$ cat config.mk
export PLATFORM = sky130hd
export DESIGN_NAME = usn_sqrt_cell
export DESIGN_NICKNAME = d
export VERILOG_FILES = /design/src/hdl/usn_pkg.sv /design/src/hdl/usn_sqrt_cell.sv
export SDC_FILE = /design/constraint.sdc
export NUM_CORES = 1
export LEC_CHECK = 0
export BUFFER_PORTS_ARGS = -buffer_cell sky130_fd_sc_hd__buf_4
export CORE_AREA = 2 2 173 175
export DETAILED_ROUTE_END_ITERATION = 16
export DIE_AREA = 0 0 175 177
export PLACE_DENSITY_LB_ADDON = 0.05
export SLEW_MARGIN = 0
export SYNTH_ARGS = -nofsm -noshare
export SYNTH_HDL_FRONTEND = slang
export SYNTH_SLANG_ARGS = --single-unit
$ cat constraint.sdc
create_clock -name clk_i -period 4.03 [get_ports clk_i]
set_clock_uncertainty 0.1 [all_clocks]
set_input_delay 0.2015 -clock clk_i [delete_from_list [all_inputs] [get_ports clk_i]]
set_output_delay 0.2015 -clock clk_i [all_outputs]
set_load 0.02 [all_outputs]
$ cat src/hdl/usn_pkg.sv
// ----------------------------------------------------------------------------
// usn_pkg
// Shared types and fixed constants of the unit surface normal pipeline.
// ----------------------------------------------------------------------------
`default_nettype none

package usn_pkg;

  // Edge and cross magnitudes are held below 2^30 after scaling
  localparam int unsigned MAG_W    = 30;
  localparam int unsigned EDGE_W   = MAG_W + 1;
  localparam int unsigned PROD_W   = 2 * EDGE_W;
  localparam int unsigned SQ_SUM_W = 62;
  // Square root datapath width and digit count
  localparam int unsigned SQ_W     = 63;
  localparam int unsigned SQ_STEPS = 32;
  localparam int unsigned ROOT_W   = 31;
  localparam int unsigned DIV_W    = ROOT_W + 1;
  localparam int unsigned OUT_W    = 16;

  typedef struct packed {
    logic signed [31:0] base_x;
    logic signed [31:0] base_y;
    logic signed [31:0] base_z;
    logic signed [31:0] first_x;
    logic signed [31:0] first_y;
    logic signed [31:0] first_z;
    logic signed [31:0] second_x;
    logic signed [31:0] second_y;
    logic signed [31:0] second_z;
  } in_t;

  typedef struct packed {
    logic signed [OUT_W-1:0] normal_x;
    logic signed [OUT_W-1:0] normal_y;
    logic signed [OUT_W-1:0] normal_z;
  } out_t;

  // Side data carried through the square root cells
  typedef struct packed {
    logic [2:0][MAG_W-1:0] cm;
    logic [2:0]            neg;
    logic                  zero;
  } usn_pass_t;

  // Side data carried through the divider cells
  typedef struct packed {
    logic [DIV_W-1:0] div;
    logic [2:0]       neg;
    logic             zero;
  } usn_dpass_t;

endpackage

`default_nettype wire

$ cat src/hdl/usn_sqrt_cell.sv
// ----------------------------------------------------------------------------
// usn_sqrt_cell
// One digit of the integer square root; passes side data along.
// ----------------------------------------------------------------------------
`default_nettype none

module usn_sqrt_cell #(
  parameter int STEP = 0
) (
  input  wire logic                     clk_i,
  input  wire logic                     en_i,
  input  wire logic [usn_pkg::SQ_W-1:0] x_i,
  input  wire logic [usn_pkg::SQ_W-1:0] res_i,
  input  wire usn_pkg::usn_pass_t       pass_i,
  output logic [usn_pkg::SQ_W-1:0]      x_o,
  output logic [usn_pkg::SQ_W-1:0]      res_o,
  output usn_pkg::usn_pass_t            pass_o
);

  localparam int SW = usn_pkg::SQ_W;
  localparam logic [SW-1:0] BIT = SW'(1) << (SW - 1 - 2 * STEP);

  logic [SW-1:0] trial, x_d, res_d;

  always_comb begin
    trial = res_i + BIT;
    if (x_i >= trial) begin
      x_d   = x_i - trial;
      res_d = (res_i >> 1) + BIT;
    end else begin
      x_d   = x_i;
      res_d = res_i >> 1;
    end
  end

  always_ff @(posedge clk_i) begin
    if (en_i) begin
      x_o    <= x_d;
      res_o  <= res_d;
      pass_o <= pass_i;
    end
  end

endmodule

`default_nettype wire

=== Word level (Yosys, flattened, before mapping) ===
Cells that the tools add are included.
Widths: inputs -> output; s select.

* Flip-flop bits (word level): 220
* Latch bits: 0
* RAM bits: 0
* Bits in read-only memories: 0
* Bits of input ports: 222
* Output and inout port bits: 220
* Logic and storage cells: 14
* Memories: 0

* $add $sub $neg: 3
* Multipliers: 0
* Div/mod/pow operators: 0
* $lt $le $gt $ge: 1
* Equal/unequal tests: 0
* Shifts and indexed selects: 0
* Multiplexer cells: 2
* Bitwise logic cells: 0
* Reductions and logical operators: 0

{| class="wikitable"
|+ Operator list
! operator !! count
|-
| $add 62x63->63 const B || 1
|-
| $add 63x63->63 const B || 1
|-
| $ge 63x63->1 || 1
|-
| $mux 63 || 1
|-
| $sub 63x63->63 || 1
|-
| $mux 62 || 1
|}

=== Longest topological paths before layout ===
* Depth after elaboration: 3
* Gate-level depth with buffers: 15
* Mapped depth without buffers: 14

=== Worst setup path after synthesis ===
No wires, ideal clock.

* Path kind: input -> register
* Start: input port x_i[0] in the netlist's numbering
* End: register x_o[62] in the netlist's numbering (data pin)
* Setup time: 0.256 ns
* Data arrival time: 2.634 ns
* Data required time: 3.674 ns
* Path slack: 1.040 ns
* Stages: 14
* Buffers on the path: 0
* Cell sequence: inv_1 ha_1 inv_1 fa_1 a21o_1 a311oi_1 nor4_1 o22ai_1 o221ai_2 a41o_2 a21oi_2 o311ai_4 xnor2_1 o21ai_2

* Longest elaborated chain between the ends: 2
* Elaborated cells between the ends (all ways): 3
* Classes of those cells: 1 x add/sub; 1 x order compare; 1 x mux

{| class="wikitable"
|+ Ends and longest elaborated chain
! item !! RTL line !! RTL
|-
| from (decl) || usn_sqrt_cell.sv:12 || <nowiki>input wire logic [usn_pkg::SQ_W-1:0] x_i,</nowiki>
|-
| $sub 63x63->63 or $ge 63x63->1 (tied branches) || usn_sqrt_cell.sv:28, usn_sqrt_cell.sv:27 ||
|-
| $mux 63 (*) || usn_sqrt_cell.sv:27 || <nowiki>if (x_i >= trial) begin</nowiki>
|-
| net x_d[62] || usn_sqrt_cell.sv:23 || <nowiki>logic [SW-1:0] trial, x_d, res_d;</nowiki>
|-
| to (signal assigned) || usn_sqrt_cell.sv:38 || <nowiki>x_o <= x_d;</nowiki>
|-
| to (decl) || usn_sqrt_cell.sv:15 || <nowiki>output logic [usn_pkg::SQ_W-1:0] x_o,</nowiki>
|}

The timed path passes the listed nets; every way through them passes the cells marked *.
A chain may end at the register's enable or synchronous reset.

=== Worst setup path in the final report ===
* Start: input port x_i[0] in the netlist's numbering
* End: register x_o[44] in the netlist's numbering (data pin)

The elaborated chain is that of the path after synthesis.

==> impl_results.md <==
* Syn_nets at 1273
* Layout area overhead at 59.9%
* Hold buffers post-CTS at 219
* DP HPWL at 27600 um
* Gr ovfl total at 0
* DRT Pass-1 Iters at 5
* Vias/cell at 4.86
* Asr flop ratio synth at 0%
* RSZ-0062 raised after global routing: false
* Starting DRT DRC Count at 531
* Net switching power at 0.00202 W
* Die Wd at 175 um
* Remaining DRCs at 0
* Finished Cell Area at 17900 um2
* Placed cell area at 14900 um2
* Pwr dens at 387 nW/um2
* Drt wl/cell at 18.3 um
* Hold crit path type: input port to register
* Switching Fraction at 29.3%
* Power, Total at 0.00690 W
* Syn. warnings at 0
* Post-CTS setup buffers at 0
* Worst EP arrival at 3.91 ns
* Clock Path Buffers at 3
* Seq cells post-synth at 220
* Cells after synthesis at 986
* Setup TNS after final layout at 0 ns
* Synth Cell Area at 11200 um2
* Status: finished, final reports clean
* Max-Cap Viols at 0
* Largest net degree at the start of global routing at 90
* Beginning of the worst hold path: res_i[0]
* Largest cells by area after synthesis: edfxtp_1, ha_1, nand2_1
* Post-DRT Antenna Nets at 0
* Cell variety after synth at 56
* Max-slew headroom at 51.2%
* Num rows at 63
* Critical path launch point: x_i[0]
* Minimum clock period at 3.74 ns
* CTS Root Cell: clkbuf_16
* Slew Limit Fails at 0
* Post-cts resize count at 0
* Sequential Power Share at 41.4%
* Power share of the clock group at 31.4%
* # IOs at 442
* Number of flops mapped to enable cells by yosys at 220
* CTS tree: done
* Most frequent cell after synthesis: edfxtp_1
* Die Area at 31000 um2
* Combinational power share at 27.2%
* WP data required at 4.20 ns
* Antenna diode count at 0
* Post-synthesis sequential area ratio at 59.2%
* Final setup violating endpoints at 0
* Core Footprint at 29200 um2
* Leak pwr at 7.73 nW
* Max H-tree Level at 1
* Die Height at 177 um
* Ys flop type: edfxtp_1
* Fin crit share at 92.8%
* Crit-path max FO at 5
* Final hold viol count at 0
* Layout Nets at 1928
* Port bufs at 441
* Yosys top cell area share at 59.2%
* Worst setup path class: input port to register
* Final GP Congestion at 0.861
* Slew @ Worst Pin at 0.732 ns
* Fraction of layout cells with a size suffix above 1 at 29.8%
* Yosys top cell by area: edfxtp_1
* Crit path launch type: input port
* Setup crit end kind: register
* First-pass GRT wire length at 55800 um
* Syn_area_per_cell at 11.3 um2
* Initial antenna violation count at 0
* IR drop worst, VDD at 0.000343 V
* Via count at 9954
* Peak Freq at 0.267 GHz
* P_int at 0.00488 W
* Number of global-route vias before repair at 10045
* Post-Route WL at 37400 um
* Total CTS buffers at 26
* Initial Util at 38.2%
* Clock transition at the registers of the reported paths at 0.06 ns
* Overall routing resource usage at 23.1%
* CTS Sinks at 220
* Commonest cells post-synth: edfxtp_1, nand2_1, a21oi_1
worst max-delay path, cell delays in order:
cell and delay, ns:
dlygate4sd3_1 0.54, buf_4 0.14, inv_1 0.07, ha_1 0.18, inv_1 0.06, fa_1 0.42, a21o_1 0.23, a311oi_1 0.35
nor4_1 0.10, o22ai_1 0.32, a31oi_1 0.23, a21oi_1 0.28, a21oi_1 0.23, a21boi_0 0.31, xor2_1 0.17, o21ai_0 0.08
final cells by class:
type                            instances  area [um2]
Clock inverter                         11        88.8
Tap cell                              390         488
Multi-Input combinational cell        647        4100
Timing Repair Buffer                  667        5600
Sequential cell                       220        6610
Inverter                               79         297
Fill cell                            2377       11400
Clock buffer                           33         677
state kept, by name, indices dropped and copies added (netlist names):
register  count
pass_o       94
res_o        63
x_o          63
cells in the final DEF (no fill, tap or decap), types with 6 or more instances in the layout:
| cell | netlist | routed |
|---|---|---|
| nand2b_1 | 7 | 7 |
| xor2_1 | 29 | 29 |
| inv_1 | 78 | 78 |
| a21oi_1 | 83 | 83 |
| nand3_1 | 6 | 6 |
| dlygate4sd3_1 | 0 | 219 |
| o21a_1 | 6 | 6 |
| o21ai_0 | 66 | 66 |
| nand2_1 | 122 | 122 |
| o21ai_1 | 38 | 38 |
| clkbuf_16 | 0 | 26 |
| nor3_1 | 12 | 12 |
| xnor2_1 | 31 | 31 |
| ha_1 | 64 | 64 |
| edfxtp_1 | 220 | 220 |
| buf_4 | 0 | 444 |
| a21o_1 | 19 | 19 |
| nand4_1 | 30 | 30 |
| clkbuf_1 | 24 | 7 |
| a31oi_1 | 6 | 6 |
| o21bai_1 | 14 | 14 |
| nor2_1 | 54 | 54 |
path summary, 6_finish.rpt:
path	endpoint	slack, ns	cells after the start
setup / recovery	x_o[44]	0.29	16
hold / removal	x_o[0]	0.06	3
metrics by stage:
stage                     worst slack, ns  hold slack [ns]  std cells  util [%]
final                               0.289           0.0650       2047      61.1
after global routing               0.0243           0.0862       2047      61.1
after CTS                           0.279           0.0561       2047      61.1
after detailed placement            0.302            0.281       1784      51.0
after global placement              0.398            0.280       1784      51.0
after floorplan                      1.04            0.200        986         -
power by group through the flow:
stage	combinational [W]	sequential, W	clock, W
after detailed placement	0.00170	0.00290	0
after CTS	0.00188	0.00286	0.00222
after floorplan	0.000622	0.00319	0
after global routing	0.00202	0.00288	0.00230
after global placement	0.00169	0.00290	0
final	0.00188	0.00286	0.00216
cells by family (layout without fill, tap and decap cells):
group	Yosys count	after routing	share of synthesized area, %
adders and majority gates	65	65	7.35
xor gates and xnor gates	60	60	4.71
and+or+nand+nor	255	255	10.3
AOI/OAI and AO/OA	264	264	14.0
buffers and inverters	119	790	4.18
DFF	220	220	59.2
muxes	3	3	0.302
layer usage:
metal	track usage, %	up-vias	part of all wire (%)
li1	-	4894	-
met1	27.5	4624	40
met2	41.5	378	50
met3	4.57	58	6.5
met4	7.92	0	3.7
met5	0	-	0
Power figures use the tool's default switching activity.
