`src/hdl/usn_pkg.sv`:
```
// ----------------------------------------------------------------------------
// usn_pkg
// Shared types and fixed constants of the unit surface normal pipeline.
// ----------------------------------------------------------------------------
`default_nettype none

package usn_pkg;

  // Edge and cross magnitudes are held below 2^30 after scaling
  localparam int unsigned MAG_W    = 30;
  localparam int unsigned EDGE_W   = MAG_W + 1;
  localparam int unsigned PROD_W   = 2 * EDGE_W;
  localparam int unsigned SQ_SUM_W = 62;
  // Square root datapath width and digit count
  localparam int unsigned SQ_W     = 63;
  localparam int unsigned SQ_STEPS = 32;
  localparam int unsigned ROOT_W   = 31;
  localparam int unsigned DIV_W    = ROOT_W + 1;
  localparam int unsigned OUT_W    = 16;

  typedef struct packed {
    logic signed [31:0] base_x;
    logic signed [31:0] base_y;
    logic signed [31:0] base_z;
    logic signed [31:0] first_x;
    logic signed [31:0] first_y;
    logic signed [31:0] first_z;
    logic signed [31:0] second_x;
    logic signed [31:0] second_y;
    logic signed [31:0] second_z;
  } in_t;

  typedef struct packed {
    logic signed [OUT_W-1:0] normal_x;
    logic signed [OUT_W-1:0] normal_y;
    logic signed [OUT_W-1:0] normal_z;
  } out_t;

  // Side data carried through the square root cells
  typedef struct packed {
    logic [2:0][MAG_W-1:0] cm;
    logic [2:0]            neg;
    logic                  zero;
  } usn_pass_t;

  // Side data carried through the divider cells
  typedef struct packed {
    logic [DIV_W-1:0] div;
    logic [2:0]       neg;
    logic             zero;
  } usn_dpass_t;

endpackage

`default_nettype wire

```
`src/hdl/usn_div_cell.sv`:
```
// ----------------------------------------------------------------------------
// usn_div_cell
// One restoring division step for all three lanes; passes side data along.
// ----------------------------------------------------------------------------
`default_nettype none

module usn_div_cell #(
  parameter int QB = 16
) (
  input  wire logic                                clk_i,
  input  wire logic                                en_i,
  input  wire logic [2:0][usn_pkg::DIV_W-1:0]      rem_i,
  input  wire logic [2:0][QB-1:0]                  nq_i,
  input  wire usn_pkg::usn_dpass_t                 dp_i,
  output logic [2:0][usn_pkg::DIV_W-1:0]           rem_o,
  output logic [2:0][QB-1:0]                       nq_o,
  output usn_pkg::usn_dpass_t                      dp_o
);

  localparam int DW = usn_pkg::DIV_W;

  logic [2:0][DW-1:0] rem_d;
  logic [2:0][QB-1:0] nq_d;

  always_comb begin
    logic [DW:0] t;
    logic        ge;
    for (int i = 0; i < 3; i++) begin
      t  = {rem_i[i], nq_i[i][QB-1]};
      ge = t >= {1'b0, dp_i.div};
      rem_d[i] = ge ? DW'(t - {1'b0, dp_i.div}) : DW'(t);
      nq_d[i]  = {nq_i[i][QB-2:0], ge};
    end
  end

  always_ff @(posedge clk_i) begin
    if (en_i) begin
      rem_o <= rem_d;
      nq_o  <= nq_d;
      dp_o  <= dp_i;
    end
  end

endmodule

`default_nettype wire

```
`config.mk`:
```
export PLATFORM = sky130hd
export DESIGN_NAME = usn_div_cell
export DESIGN_NICKNAME = d
export VERILOG_FILES = /design/src/hdl/usn_pkg.sv /design/src/hdl/usn_div_cell.sv
export SDC_FILE = /design/constraint.sdc
export NUM_CORES = 1
export LEC_CHECK = 0
export ABC_AREA = 1
export BUFFER_PORTS_ARGS = -buffer_cell sky130_fd_sc_hd__buf_2
export CORE_UTILIZATION = 50
export DETAILED_ROUTE_END_ITERATION = 6
export GPL_TIMING_DRIVEN = 0
export PLACE_DENSITY_LB_ADDON = 0.25
export REMOVE_ABC_BUFFERS = 1
export SYNTH_ARGS = -nofsm -noshare
export SYNTH_HDL_FRONTEND = slang
export SYNTH_SLANG_ARGS = --single-unit
```
`constraint.sdc`:
```
create_clock -name clk_i -period 1.6 [get_ports clk_i]
set_input_delay 0.08 -clock clk_i [delete_from_list [all_inputs] [get_ports clk_i]]
set_output_delay 0.08 -clock clk_i [all_outputs]
set_load 0.005 [all_outputs]
```
Yosys cells after proc, flatten, opt, wreduce, memory -nomap -nowiden
Index checks and enable logic that the tools add are counted.
{ "totals": {"register_bits": 180, "latch_bits": 0, "mem_bits_rw": 0, "rom_bits": 0, "inputBits": 182, "output_inout_bits": 180, "wordCells": 18, "mem_count": 0} }
{ "classes": {"addsub": 3, "n_mul": 0, "div_mod_pow": 0, "order_cmp": 3, "n_eq_ne": 0, "n_shift": 0, "muxes": 3, "n_bitwise": 0, "n_reduce_logical": 0} }
{ "ops": {"columns": ["op", "count"], "rows": [
  ["33-bit by 32-bit greater-or-equal comparator with 1-bit output", 3],
  ["32-bit two-way mux", 3],
  ["32-bit subtractor", 3]
]} }

Logic depth before layout (Yosys ltp)
{ "depth": {"ltp_word": 2, "mapped_depth": 16, "ltp_nobuf": 15} }

Least setup slack after synthesis
OpenSTA, ideal clock, no wires.
{ "synth_timing": {"path_kind": "input to register", "from": "input dp_i[8] (netlist bit)", "to": "register rem_o[82] (netlist bit), data pin", "setup_time_ps": 252, "t_arrival_ps": 1471, "required_ps": 1348, "setup_slack_ps": -123, "cell_stages": 14, "cell_sequence": "inv_1 > ha_1 > nand2_1 > nand2_1 > nand3b_2 > nand2_2 > nand2_4 > nand2_4 > nand2_4 > nand2_4 > nand2_8 > buf_12 > nand2_1 > nand2_1"} }
{ "synth_lines": {"columns": ["item", "line", "source"], "rows": [
  ["start: declaration", "usn_div_cell.sv:14", "input wire usn_pkg::usn_dpass_t dp_i,"],
  ["end signal: assignment", "usn_div_cell.sv:38", "rem_o <= rem_d;"],
  ["end: declaration", "usn_div_cell.sv:15", "output logic [2:0][usn_pkg::DIV_W-1:0] rem_o,"]
]} }

==> summary.md <==
| Metric | Value |
|---|---|
| Status | `finished with violations` |
| Failing checks | `DRC, hold timing, setup timing` |
| Crit path kind | `primary input to flip-flop` |
| Yosys Warn Count | `0` |
| Drt pass-1 iters | `7` |
| DR vias/cell | `5.54` |
| Pin count of the biggest net entering global routing | `between 100 and 150` |
| Antenna violations before repair | `5` |
| CP top delay family | `simple AND/OR/NAND/NOR gates` |
| DR iter-0 viols | `~1900` |
| Layout cell share with drive strength beyond 1 | `~40%` |
| Area Overhead vs Synth | `64.8%` |
| Net Sw Power | `slightly below 0.007 W` |
| GRT overflow | `0` |
| Int Pwr | `0.0112 W` |
| Vias in the first global route | `around 16000` |
| Seq cells post-synth | `180` |
| Post-Place Setup Slack | `-1.57 ns` |
| IO Count | `roughly 360` |
| Chip Width | `173 um` |
| Row Count | `between 60 and 70` |
| Worst hold slack | `-0.00192 ns` |
| Cell Count, Final, Fillers Out | `3217` |
| Fmax | `535 MHz` |
| Synth top area cells | `edfxtp_1 37%, nand2_1 23%, inv_1 10%` |
| Critical path capture point type | `flip-flop` |
| Logic gate share of total power | `42.3%` |
| Fin crit share | `117%` |
| RSZ-0062 raised after global routing | `true` |
| # fillers | `1669` |
| DRC viols | `2` |
| Worst Setup Start Kind | `primary input` |
| Fin. max-slew vios | `0` |
| Final setup fails | `99` |
| Htree depth | `4` |
| Mapped Cells | `between 2000 and 2500` |
| Die Area | `0.0300 mm2` |
| Commonest non-fill, non-tap cells in the layout | `698 x nand2_1, 355 x inv_1, 342 x buf_2` |
| Sequential power share | `roughly a third` |
| Ys async rst share | `0%` |
| Util after Layout | `a little over four fifths` |
| ANT nets after route | `0` |
| Clock network power share | `a little under a quarter` |
| Maximum vdd drop | `around 0.58 mV` |
| First-pass GRT wire length | `roughly 91 mm` |
| Initial cell density of the core | `51.0%` |
| Cells after DPL | `approximately 2800` |
| Relative slew slack | `about 54%` |
| CTS root buffer | `clkbuf_16` |
| Final WS setup | `-0.270 ns` |
| Clock buffers created by TritonCTS | `17` |
| Slew @ Worst Pin | `between 0.6 and 0.7 ns` |
| Register area share after synthesis | `between 30% and 40%` |
| Commonest non-fill, non-tap cell in the layout | `nand2_1` |
| Max incr delay on CP | `around 0.35 ns` |
| Tot GR Track Use | `between 30% and 40%` |
| Yosys cell types | `32` |
| Crit-path max FO | `8` |
| Die height | `between 150 and 200 um` |
| Hold Path Depth | `3` |
| Crit path buf inv count | `6` |
| Post-synth EDFFs | `180` |
| CTS sink cnt | `180` |
| Required @ worst endpoint | `approximately 1.8 ns` |
| Leakage | `between 10 and 15 nW` |
| Min Tclk post-route | `~1.9 ns` |
| Power per cell area | `744 mW/mm2` |
| Final HPWL DP | `roughly 40 mm` |
| CTS tree | `yes` |
| Total core area | `about 0.029 mm2` |
| Min-Delay Path Class | `primary input to flip-flop` |
| DRT Wirelength | `68.7 mm` |
| Hold Startpoint | `rem_i[35]` |
| Yosys top cell by area | `edfxtp_1` |
| Critical-path cell list | `buf_8 > clkinvlp_4 > ha_4 > nand2_4 > inv_1 > nand2_2 > nand2_2 > inv_2 > nand2_2 > nand2_2 > nand3_4 > nor2_4 > buf_12 > buf_12 > nand2_8 > nand2_2 > nand2_1` |
| Layout Nets | `3095` |
| Main synth FF type | `edfxtp_1` |
| Port bufs | `about 360` |
| Arrival time at the worst endpoint | `between 2 and 2.5 ns` |
| Clock-pin transition on the worst setup and hold timing paths | `around 0.08 ns` |
| Netlist Area Pre-Place | `roughly 0.015 mm2` |
| Mean post-synth cell area | `between 6 and 7 um2` |
| Slowest stage cell, crit path | `ha_4` |
| DR WL/cell | `around 21 um` |
| Hold Path Sink | `rem_o[36]$_DFFE_PP_` |
| Final Hold Viols | `2` |
| Max-cap check violation count | `0` |
| Sw Share | `roughly 38%` |
| Placer Congestion | `around 0.96` |
| Clock Path Buffers | `2` |
| Most used cell, CP | `nand2_2` |
| Via count | `~18000` |
| Top-area cell type share of the netlist area | `between 30% and 40%` |
==> cell type report <==
type | count | area (um2) | area share (%)
repair buffers | 672 | 5240 | 21.7
clock inverters | 15 | 160 | 0.662
diodes | 6 | 15.0 | 0.0621
clock buffers | 17 | 425 | 1.76
well taps | 384 | 480 | 1.99
inverters | 412 | 1660 | 6.88
multi-input cells | 1531 | 10800 | 44.6
flip-flops and latches | 180 | 5410 | 22.4
==> layer usage <==
metal	GRT usage, %	routed length (um)	up-vias
met5	0	0	-
met4	22.8	5970	0
met3	7.19	6350	415
met2	68.2	32200	1162
met1	47.3	24100	8176
li1	-	-	8057
==> flip-flops by register name, indices dropped and copies added (netlist names) <==
register / cells
dp_o: 36
rem_o: 96
nq_o: 48
==> tightest hold or removal path: stages <==
cell,delay [ns]
buf_2,0.12
nand3_2,0.08
nand2_2,0.07
==> worst max-delay path by stage <==
stage / slack [ns] / cells after the start / start / end
floorplan: -0.46 / 10 / dp_i[30] / rem_o[32]$_DFFE_PP_
global placement: -1.85 / 1 / en_i / nq_o[26]$_DFFE_PP_
detailed placement: -1.57 / 13 / dp_i[23] / rem_o[24]$_DFFE_PP_
CTS: -0.23 / 14 / dp_i[11] / rem_o[82]$_DFFE_PP_
global route: -0.29 / 15 / dp_i[19] / rem_o[73]$_DFFE_PP_
finish: -0.27 / 17 / dp_i[28] / rem_o[20]$_DFFE_PP_
==> metrics by stage <==
stage	setup TNS (ns)	area [um2]	total power (W)
after global routing	-21.98	24200	0.0186
final	-19.09	24200	0.0180
after CTS	-15.22	21800	0.0165
after floorplan	-42.98	14400	0.00889
after detailed placement	-144.41	16800	0.0108
after global placement	-473.26	16700	0.0108
==> cell families after synthesis <==
family,count (synthesis),share of synthesized area [%]
compound gates,69,2.44
xor+xnor,42,2.51
fa+ha+maj,99,8.60
buf+inv,441,12.1
flops,180,36.9
simple gates,1289,37.5
==> power groups by stage <==
stage	Sequential (W)	Clock [W]	Combinational (W)
5_1_grt	0.00611	0.00448	0.00806
6_report	0.00607	0.00431	0.00761
4_1_cts	0.00605	0.00426	0.00615
3_3_place_gp	0.00616	0	0.00461
2_1_floorplan	0.00621	0	0.00268
3_5_place_dp	0.00615	0	0.00467
==> repair_timing <==
item / CTS / global route
pin swaps: 86 / 155
cloned: 26 / 9
buffers inserted: 107 / 73
endpoints found under the hold margin: 130 / 0
hold buffers: 130 / 0
setup endpoints to repair: 99 / 99
gates resized for setup: 291 / 409
==> cells in the mapped netlist (3+ instances only) <==
cell and number:
nand2_1 882, inv_1 409, edfxtp_1 180, nand3_1 175, nor2_1 117, ha_1 96, a21oi_1 61, xor2_1 39
nor3_1 21, buf_2 17, and2_1 15, nand2_2 13, nand3_2 13, nand3b_1 11, nand4_1 11, nand2_4 10
nor2_2 9, buf_6 6, o21bai_1 5, buf_4 3, fa_1 3, inv_2 3, nor2_4 3, o21ai_0 3
xnor2_1 3
Power figures use the tool's default switching activity.
